`src/hw/rtl/crng_pkg.sv`:
```
// Package for the combined LCG shuffle generator: moduli, multipliers,
// sequencer state type and the control bundle of the shared multiply-modulo unit.
// No dependencies.
`timescale 1ns / 1ps

package crng_pkg;

    // Generator one and two: moduli and multipliers.
    localparam logic [31:0] MOD_A = 32'd2147483563;
    localparam logic [31:0] MOD_B = 32'd2147483399;
    localparam logic [15:0] MUL_A = 16'd40014;
    localparam logic [15:0] MUL_B = 16'd40692;

    // 2^31 minus each modulus, used to fold the high part of a product.
    localparam logic [7:0] FOLD_A = 8'd85;
    localparam logic [7:0] FOLD_B = 8'd249;

    // Largest output value, one below the first modulus.
    localparam logic [31:0] IMM1 = 32'd2147483562;

    // Extra warm-up steps beyond the table length.
    localparam int WARM_EXTRA = 8;

    // Default shuffle table length.
    localparam int TABLE_SIZE_DEF = 32;

    // Which generator a multiply-modulo pass works for.
    typedef enum logic {
        GEN_A,
        GEN_B
    } gen_sel_t;

    // Control of the shared multiply-modulo unit.
    typedef struct packed {
        logic     mul_en;
        logic     fold_en;
        gen_sel_t sel;
    } mm_ctrl_t;

    // Sequencer states.
    typedef enum logic [3:0] {
        ST_IDLE,
        ST_SEED,
        ST_W_MUL,
        ST_W_FOLD,
        ST_W_WB,
        ST_D_MUL_A,
        ST_D_FOLD_A,
        ST_D_MUL_B,
        ST_D_FOLD_B,
        ST_D_OUT
    } state_t;

endpackage

```
`src/hw/rtl/crng_mulmod.sv`:
```
// Shared multiply-modulo unit: computes z * mul mod m for either generator
// in two registered passes (multiply, then fold). Depends on crng_pkg.
`timescale 1ns / 1ps

module crng_mulmod (
    input  logic                clk,
    input  crng_pkg::mm_ctrl_t  ctrl,
    input  logic [30:0]         operand,
    output logic [30:0]         result
);
    import crng_pkg::*;

    logic [15:0] mul;
    logic [46:0] prod_next;
    logic [46:0] prod_reg;
    gen_sel_t    prod_sel_reg;
    logic [7:0]  fold_c;
    logic [31:0] fold_next;
    logic [31:0] fold_reg;
    gen_sel_t    fold_sel_reg;
    logic [31:0] modulus;

    // First pass: full product of the operand and the generator's multiplier.
    always_comb
    begin
        mul       = (ctrl.sel == GEN_B) ? MUL_B : MUL_A;
        prod_next = 47'(operand) * 47'(mul);
    end

    // Second pass: since 2^31 is congruent to the fold constant, the high part
    // times that constant plus the low part keeps the residue and stays below
    // twice the modulus.
    always_comb
    begin
        fold_c    = (prod_sel_reg == GEN_B) ? FOLD_B : FOLD_A;
        fold_next = 32'(prod_reg[46:31]) * 32'(fold_c) + 32'(prod_reg[30:0]);
    end

    // Final compare and subtract brings the folded value into range.
    always_comb
    begin
        modulus = (fold_sel_reg == GEN_B) ? MOD_B : MOD_A;
        if (fold_reg >= modulus)
        begin
            result = 31'(fold_reg - modulus);
        end
        else
        begin
            result = fold_reg[30:0];
        end
    end

    // Pass registers, loaded only when the sequencer asks.
    always_ff @(posedge clk)
    begin
        if (ctrl.mul_en)
        begin
            prod_reg     <= prod_next;
            prod_sel_reg <= ctrl.sel;
        end
        if (ctrl.fold_en)
        begin
            fold_reg     <= fold_next;
            fold_sel_reg <= prod_sel_reg;
        end
    end

endmodule

```
`src/hw/rtl/combined_lcg_shuffle_rng.sv`:
```
// Top level of the combined LCG generator with Bays-Durham shuffle table.
// Depends on crng_pkg and crng_mulmod.
`timescale 1ns / 1ps

// Each request returns one sample in 1..2147483562, and the block takes no
// new request until the draw is through: both generators pass in turn
// through one shared multiply-modulo unit (multiply, fold, write back),
// with the shuffle table read and written in between. A request with reseed
// set, and the first request after reset, first runs seeding: a seed
// reduction step, then TABLE_SIZE+8 warm-up steps of multiply, fold and
// write back, during which the table is filled.
// The seed register is written through its own valid/ready port while the
// block is idle; a finished sample waits in the output register and does not
// keep the block from accepting the next request.
module combined_lcg_shuffle_rng #(
    parameter int TABLE_SIZE = crng_pkg::TABLE_SIZE_DEF
) (
    input  logic               clk,
    input  logic               rst_n,
    input  logic               seed_valid,
    output logic               seed_ready,
    input  logic signed [31:0] seed,
    input  logic               in_valid,
    output logic               in_stall,
    input  logic               reseed,
    output logic               out_valid,
    input  logic               out_stall,
    output logic [30:0]        sample
);
    import crng_pkg::*;

    localparam int IDX_W = $clog2(TABLE_SIZE);
    localparam int CNT_W = $clog2(TABLE_SIZE + WARM_EXTRA);
    localparam longint unsigned SLOT_DIV_L = 64'd1 + 64'(IMM1) / 64'(TABLE_SIZE);
    localparam longint unsigned RECIP_L    = (64'd1 << 32) / SLOT_DIV_L;
    localparam logic [30:0] SLOT_DIV = SLOT_DIV_L[30:0];
    localparam logic [8:0]  RECIP    = RECIP_L[8:0];

    state_t state_reg, state_next;
    logic                  seeded_reg, seeded_next;
    logic                  out_valid_reg, out_valid_next;
    logic signed [31:0]    seed_reg;
    logic [CNT_W-1:0]      step_reg, step_next;
    logic [30:0]           first_gen_reg, first_gen_next;
    logic [30:0]           second_gen_reg, second_gen_next;
    logic [30:0]           last_output_reg, last_output_next;
    logic [30:0]           sample_reg, sample_next;
    logic [7:0]            qest_reg;
    logic [IDX_W-1:0]      slot_reg;
    logic [30:0]           rd_data_reg;

    logic                  in_accept;
    logic                  out_free;
    logic                  out_load;
    mm_ctrl_t              mm_ctrl;
    logic [30:0]           mm_operand;
    logic [30:0]           mm_result;
    logic [31:0]           seed_mag;
    logic [30:0]           seed_start;
    logic [39:0]           qprod;
    logic [39:0]           slot_bound;
    logic [8:0]            slot_fix;
    logic [IDX_W-1:0]      slot_next;
    logic                  mem_we;
    logic                  mem_re;
    logic [IDX_W-1:0]      mem_addr;
    logic [31:0]           diff;
    logic [31:0]           diff_wrap;

    logic [30:0] table_mem [TABLE_SIZE];

    assign in_accept  = in_valid && !in_stall;
    assign in_stall   = (state_reg != ST_IDLE);
    assign seed_ready = (state_reg == ST_IDLE);
    assign out_valid  = out_valid_reg;
    assign sample     = sample_reg;
    assign out_free   = !out_valid_reg || !out_stall;

    // Shared multiply-modulo unit.
    crng_mulmod u_mulmod (
        .clk     (clk),
        .ctrl    (mm_ctrl),
        .operand (mm_operand),
        .result  (mm_result)
    );

    // Seed magnitude, zero taken as one, reduced once by the first modulus.
    always_comb
    begin
        if (seed_reg[31])
        begin
            seed_mag = 32'(~seed_reg) + 32'd1;
        end
        else
        begin
            seed_mag = seed_reg;
        end
        if (seed_reg == 32'sd0)
        begin
            seed_mag = 32'd1;
        end
        if (seed_mag >= MOD_A)
        begin
            seed_mag = seed_mag - MOD_A;
        end
        if (seed_mag == 32'd0)
        begin
            seed_mag = 32'd1;
        end
        seed_start = seed_mag[30:0];
    end

    // Slot from the previous output: reciprocal estimate, then one correction
    // step and a guard against the last slot.
    always_comb
    begin
        qprod      = 40'(last_output_reg) * 40'(RECIP);
        slot_bound = 40'({1'b0, qest_reg} + 9'd1) * 40'(SLOT_DIV);
        slot_fix   = {1'b0, qest_reg} + 9'(40'(last_output_reg) >= slot_bound);
        if (slot_fix >= 9'(TABLE_SIZE))
        begin
            slot_next = IDX_W'(TABLE_SIZE - 1);
        end
        else
        begin
            slot_next = slot_fix[IDX_W-1:0];
        end
    end

    // Old table entry minus generator two, wrapped into the output range.
    always_comb
    begin
        diff      = {1'b0, rd_data_reg} - {1'b0, mm_result};
        diff_wrap = diff + IMM1;
    end

    // Next state.
    always_comb
    begin
        state_next = state_reg;
        unique case (state_reg)
            ST_IDLE:
            begin
                if (in_accept)
                begin
                    if (reseed || !seeded_reg)
                    begin
                        state_next = ST_SEED;
                    end
                    else
                    begin
                        state_next = ST_D_MUL_A;
                    end
                end
            end
            ST_SEED:     state_next = ST_W_MUL;
            ST_W_MUL:    state_next = ST_W_FOLD;
            ST_W_FOLD:   state_next = ST_W_WB;
            ST_W_WB:
            begin
                if (step_reg == '0)
                begin
                    state_next = ST_D_MUL_A;
                end
                else
                begin
                    state_next = ST_W_MUL;
                end
            end
            ST_D_MUL_A:  state_next = ST_D_FOLD_A;
            ST_D_FOLD_A: state_next = ST_D_MUL_B;
            ST_D_MUL_B:  state_next = ST_D_FOLD_B;
            ST_D_FOLD_B: state_next = ST_D_OUT;
            ST_D_OUT:
            begin
                if (out_free)
                begin
                    state_next = ST_IDLE;
                end
            end
            default:     state_next = ST_IDLE;
        endcase
    end

    // Datapath control and register updates for each state.
    always_comb
    begin
        seeded_next      = seeded_reg;
        step_next        = step_reg;
        first_gen_next   = first_gen_reg;
        second_gen_next  = second_gen_reg;
        last_output_next = last_output_reg;
        sample_next      = sample_reg;
        out_load         = 1'b0;
        mm_ctrl          = '{mul_en: 1'b0, fold_en: 1'b0, sel: GEN_A};
        mm_operand       = first_gen_reg;
        mem_we           = 1'b0;
        mem_re           = 1'b0;
        mem_addr         = slot_reg;
        unique case (state_reg)
            ST_IDLE:
            begin
            end
            ST_SEED:
            begin
                first_gen_next  = seed_start;
                second_gen_next = seed_start;
                step_next       = CNT_W'(TABLE_SIZE + WARM_EXTRA - 1);
            end
            ST_W_MUL:
            begin
                mm_ctrl.mul_en = 1'b1;
            end
            ST_W_FOLD:
            begin
                mm_ctrl.fold_en = 1'b1;
            end
            ST_W_WB:
            begin
                // The last TABLE_SIZE warm-up values fill the table.
                first_gen_next = mm_result;
                mem_addr       = step_reg[IDX_W-1:0];
                mem_we         = (step_reg < CNT_W'(TABLE_SIZE));
                if (step_reg == '0)
                begin
                    last_output_next = mm_result;
                    seeded_next      = 1'b1;
                end
                else
                begin
                    step_next = step_reg - CNT_W'(1);
                end
            end
            ST_D_MUL_A:
            begin
                mm_ctrl.mul_en = 1'b1;
            end
            ST_D_FOLD_A:
            begin
                mm_ctrl.fold_en = 1'b1;
            end
            ST_D_MUL_B:
            begin
                // Swap generator one's new value into the slot, keep the old.
                first_gen_next = mm_result;
                mem_we         = 1'b1;
                mem_re         = 1'b1;
                mm_ctrl        = '{mul_en: 1'b1, fold_en: 1'b0, sel: GEN_B};
                mm_operand     = second_gen_reg;
            end
            ST_D_FOLD_B:
            begin
                mm_ctrl = '{mul_en: 1'b0, fold_en: 1'b1, sel: GEN_B};
            end
            ST_D_OUT:
            begin
                if (out_free)
                begin
                    out_load        = 1'b1;
                    second_gen_next = mm_result;
                    if (rd_data_reg > mm_result)
                    begin
                        sample_next = diff[30:0];
                    end
                    else
                    begin
                        sample_next = diff_wrap[30:0];
                    end
                    last_output_next = sample_next;
                end
            end
            default:
            begin
            end
        endcase
    end

    // Output register handshake.
    always_comb
    begin
        out_valid_next = out_valid_reg;
        if (out_valid_reg && !out_stall)
        begin
            out_valid_next = 1'b0;
        end
        if (out_load)
        begin
            out_valid_next = 1'b1;
        end
    end

    // Control and generator state.
    always_ff @(posedge clk or negedge rst_n)
    begin
        if (!rst_n)
        begin
            state_reg       <= ST_IDLE;
            seeded_reg      <= 1'b0;
            out_valid_reg   <= 1'b0;
            seed_reg        <= -32'sd1;
            step_reg        <= '0;
            first_gen_reg   <= '0;
            second_gen_reg  <= '0;
            last_output_reg <= '0;
        end
        else
        begin
            state_reg       <= state_next;
            seeded_reg      <= seeded_next;
            out_valid_reg   <= out_valid_next;
            step_reg        <= step_next;
            first_gen_reg   <= first_gen_next;
            second_gen_reg  <= second_gen_next;
            last_output_reg <= last_output_next;
            if (seed_valid && seed_ready)
            begin
                seed_reg <= seed;
            end
        end
    end

    // Payload registers.
    always_ff @(posedge clk)
    begin
        sample_reg <= sample_next;
        if (state_reg == ST_D_MUL_A)
        begin
            qest_reg <= qprod[39:32];
        end
        if (state_reg == ST_D_FOLD_A)
        begin
            slot_reg <= slot_next;
        end
    end

    // Shuffle table: one write port, one registered read port.
    always_ff @(posedge clk)
    begin
        if (mem_we)
        begin
            table_mem[mem_addr] <= first_gen_next;
        end
        if (mem_re)
        begin
            rd_data_reg <= table_mem[slot_reg];
        end
    end

endmodule

```
`config.mk`:
```
export PLATFORM = sky130hd
export DESIGN_NAME = combined_lcg_shuffle_rng
export DESIGN_NICKNAME = d
export VERILOG_FILES = /design/src/hw/rtl/crng_pkg.sv /design/src/hw/rtl/crng_mulmod.sv /design/src/hw/rtl/combined_lcg_shuffle_rng.sv
export SDC_FILE = /design/constraint.sdc
export NUM_CORES = 2
export LEC_CHECK = 0
export BUFFER_PORTS_ARGS = -buffer_cell sky130_fd_sc_hd__buf_2
export CAP_MARGIN = 20
export CORE_UTILIZATION = 46
export CTS_CLUSTER_DIAMETER = 40
export CTS_CLUSTER_SIZE = 40
export DETAILED_ROUTE_END_ITERATION = 16
export HOLD_SLACK_MARGIN = 0.03
export PLACE_DENSITY = 0.68
export SYNTH_ARGS = -nofsm -noshare
export SYNTH_HDL_FRONTEND = slang
export SYNTH_HIERARCHICAL = 1
export SYNTH_SLANG_ARGS = --single-unit
```
`constraint.sdc`:
```
create_clock -name clk -period 10.31 [get_ports clk]
set_clock_uncertainty 0.05 [all_clocks]
set_input_delay 2.062 -clock clk [delete_from_list [all_inputs] [get_ports clk]]
set_output_delay 2.062 -clock clk [all_outputs]
set_load 0.02 [all_outputs]
```
==> reports/results.tsv <==
stage	metric	value	unit
status	run_status	completed	
critical_path	reg2regPathDepth	26	
grt	grt_antenna_before_repair	4	
sta	max_slew_headroom_at_the_worst_pin	12.0	%
sta	finalSetupViolations	0	
cts	cts_max_path_buffers	3	
final_layout	final_core_util	52.5	%
critical_path	cpLargestDelayFamily	adder cells	
cts	post-cts-setup-buffers	0	
logic_synthesis	ys.warnings.count	6	
drt	first_pass_iters	7	
grt	grt_start_max_net_pins	129	
critical_path	critical_path_cell_count	26	
drt	vias	42800	
die	initial_utilization	46.4	%
logic_synthesis	synthesized_net_count	5796	
job	maxCapViolations	0	
worst_hold_path	holdCritPathClass	reg2reg	
grt	grt_pass1_vias	43200	
drt	wirelength_routed	190000	um
cts	cts_hold_repair.buffers	0	
drt	ant_nets	0	
sta	setup_slack	1470	ps
drt	drtIter0Drc	4511	
final_layout	drive_above_1_share	18.4	%
cts	clk-insertion-delay-late	810	ps
cts	cts_tree	yes	
logic_synthesis	synth_ff_type	edfxtp_1	
die	pin_count	72	
drt	drt_drc_violations_left	0	
critical_path	timing.critical_path.arrival	9310	ps
cts	root_buffer	clkbuf_16	
logic_synthesis	asyncSetResetFlopFracSynth	10.7	%
logic_synthesis	post_synth_inst_count	5024	
critical_path	timing.critical_path.slowest_stage_cell	inv_2	
sta	tightestPinTransition	1310	ps
die	core_area	0.154	mm2
logic_synthesis	yosys_register_bits	1281	
die	core.rowCount	144	
grt	grt_overflow_total	0	
worst_hold_path	worst_hold_path.num_cells	1	
cts	clock_sinks	1281	
cts	path_clk_slew	60	ps
sta	achievable-frequency	113	MHz
sta	timing.final.crit_share	85.8	%
final_layout	flip_flop_count_of_the_largest_register_all_copies_and_words_added	992	
final_layout	fill_cells	12400	
cts	cts_buffers	156	
critical_path	worst_setup_path_end_kind	register	
final_layout	nNetsFinal	5955	
logic_synthesis	ys_seq_area_share	53.0	%
grt	first_pass_grt_wire_length	281000	um
sta	fin_setup_tns	0	ps
final_layout	syn_to_final_growth	13.2	%
critical_path	worstPathMaxFanout	36	
critical_path	cp_slowest_stage_delay	650	ps
sta	setup_repair_after_global_routing_missed_its_margin	no	
sta	final.min_clock_period	8840	ps
die	die-width	396	um
critical_path	timing.setup.critical_path_class	reg2reg	
die	fp.dieArea	0.157	mm2
placement	placement.io_buffers	71	
placement	post-place-ws	1640	ps
die	die_y	396	um
drt	post_drt_via_cell_ratio	5.82	
critical_path	path_buf_inv	6	
logic_synthesis	synth_cell_types	93	
logic_synthesis	number_of_flops_mapped_to_enable_cells_by_yosys	1144	
critical_path	critical_path.startpoint_type	register	
critical_path	cpMostUsedCell	fa_1	
cts	cts_resized	0	
critical_path	timing.critical_path.required	10780	ps
placement	gpl.final_weighted_congestion	0.974	
sta	final_hold_viol_count	0	
placement	hpwlAfterDp	127000	um
logic_synthesis	mappedNetlistArea	0.0714	mm2
cts	ctsHtreeMaxLevel	4	
grt	grtUsageTotal	24.4	%
drt	routed_wire_length_per_instance	25.8	um
logic_synthesis	avg_inst_size_synth	14.2	um2
sta	timing.final.max_slew_violations	0	
==> area by class of cell <==
class	count	area, um2	share of cell area (%)
flip-flops and latches	1281	37800	46.8
multi-input cells	2880	30700	37.9
clock buffers	183	4190	5.19
well taps	2044	2560	3.16
inverters	670	2510	3.11
clock inverters	108	1580	1.95
repair buffers	194	1470	1.82
diodes	5	12.5	0.0155
==> stage by stage <==
step	hold WS [ps]	instance area [um2]	cells
final	424	80800	7365
after global routing	436	80800	7360
after CTS	422	80600	7348
after detailed placement	414	74800	7057
after global placement	407	74800	7056
after floorplan	380	71400	5024
==> worst paths after layout <==
| path | slack [ps] | start | endpoint |
|---|---|---|---|
| hold reg to reg | 420 | seeded_reg$_DFFE_PN0P_ | seeded_reg$_DFFE_PN0P_ |
| setup reg to reg | 1470 | state_reg[3]$_DFFE_PN0P_ | u_mulmod/prod_reg[46]$_DFFE_PP_ |
| max in group asynchronous | 7510 | rst_n | second_gen_reg[18]$_DFFE_PN0P_ |
| min in group asynchronous | 1230 | rst_n | last_output_reg[9]$_DFFE_PN0P_ |
| hold / removal | 420 | seeded_reg$_DFFE_PN0P_ | seeded_reg$_DFFE_PN0P_ |
| setup / recovery | 1470 | state_reg[3]$_DFFE_PN0P_ | u_mulmod/prod_reg[46]$_DFFE_PP_ |
==> logic make-up after synthesis <==
family                   after synthesis  share of synthesized area (%)
adder cells (fa/ha/maj)              734                           17.0
XOR/XNOR                             207                           2.54
other                                  1                        0.00525
buffers and inverters                863                           4.59
AO/OA/AOI/OAI                        638                           5.77
multiplexers                         391                           11.0
AND/OR/NAND/NOR                      909                           6.13
flip-flops                          1281                           53.0
==> layer usage <==
metal / up-vias / share of wire (%) / track usage [%]
li1: 18600 / - / -
met5: - / 0.036 / 0
met3: 304 / 8.8 / 5.13
met2: 1896 / 48 / 39.2
met1: 22100 / 40 / 33.3
met4: 2 / 3.1 / 7.85
==> synthesized netlist by cell type (26+ instances only) <==
| cell | instances | area [um2] |
|---|---|---|
| edfxtp_1 | 1144 | 34400 |
| inv_1 | 669 | 2510 |
| fa_1 | 390 | 7810 |
| ha_1 | 344 | 4300 |
| nand2_1 | 318 | 1190 |
| mux4_2 | 310 | 6980 |
| nor2_1 | 198 | 743 |
| a21oi_1 | 182 | 911 |
| clkbuf_1 | 136 | 510 |
| o21ai_0 | 136 | 681 |
| xnor2_1 | 110 | 963 |
| dfrtp_1 | 105 | 2630 |
| xor2_1 | 97 | 850 |
| nor3_1 | 72 | 360 |
| nand3_1 | 69 | 345 |
| a21o_1 | 68 | 510 |
| mux2_2 | 67 | 754 |
| nand2b_1 | 52 | 325 |
| buf_1 | 40 | 150 |
| a31oi_1 | 34 | 213 |
| and2_1 | 33 | 206 |
| nor2b_1 | 33 | 206 |
| dfstp_2 | 32 | 841 |
| a22oi_1 | 31 | 233 |
| nand4_1 | 26 | 163 |
==> placed cells by master, fill, tap and decap left out, types with 70 or more instances in the layout <==
| master | count |
|---|---|
| edfxtp_1 | 1144 |
| xnor2_1 | 110 |
| mux4_2 | 310 |
| fa_1 | 390 |
| clkbuf_16 | 165 |
| nand2_1 | 316 |
| nor2_1 | 163 |
| buf_2 | 70 |
| o21ai_0 | 116 |
| ha_1 | 344 |
| nor3_1 | 72 |
| buf_4 | 107 |
| xor2_1 | 97 |
| dfrtp_1 | 105 |
| inv_1 | 668 |
| a21oi_1 | 182 |
Power is left out: the tool's default activity adds up to more than one toggle a clock period on the data nets, which glitch-free logic cannot reach.
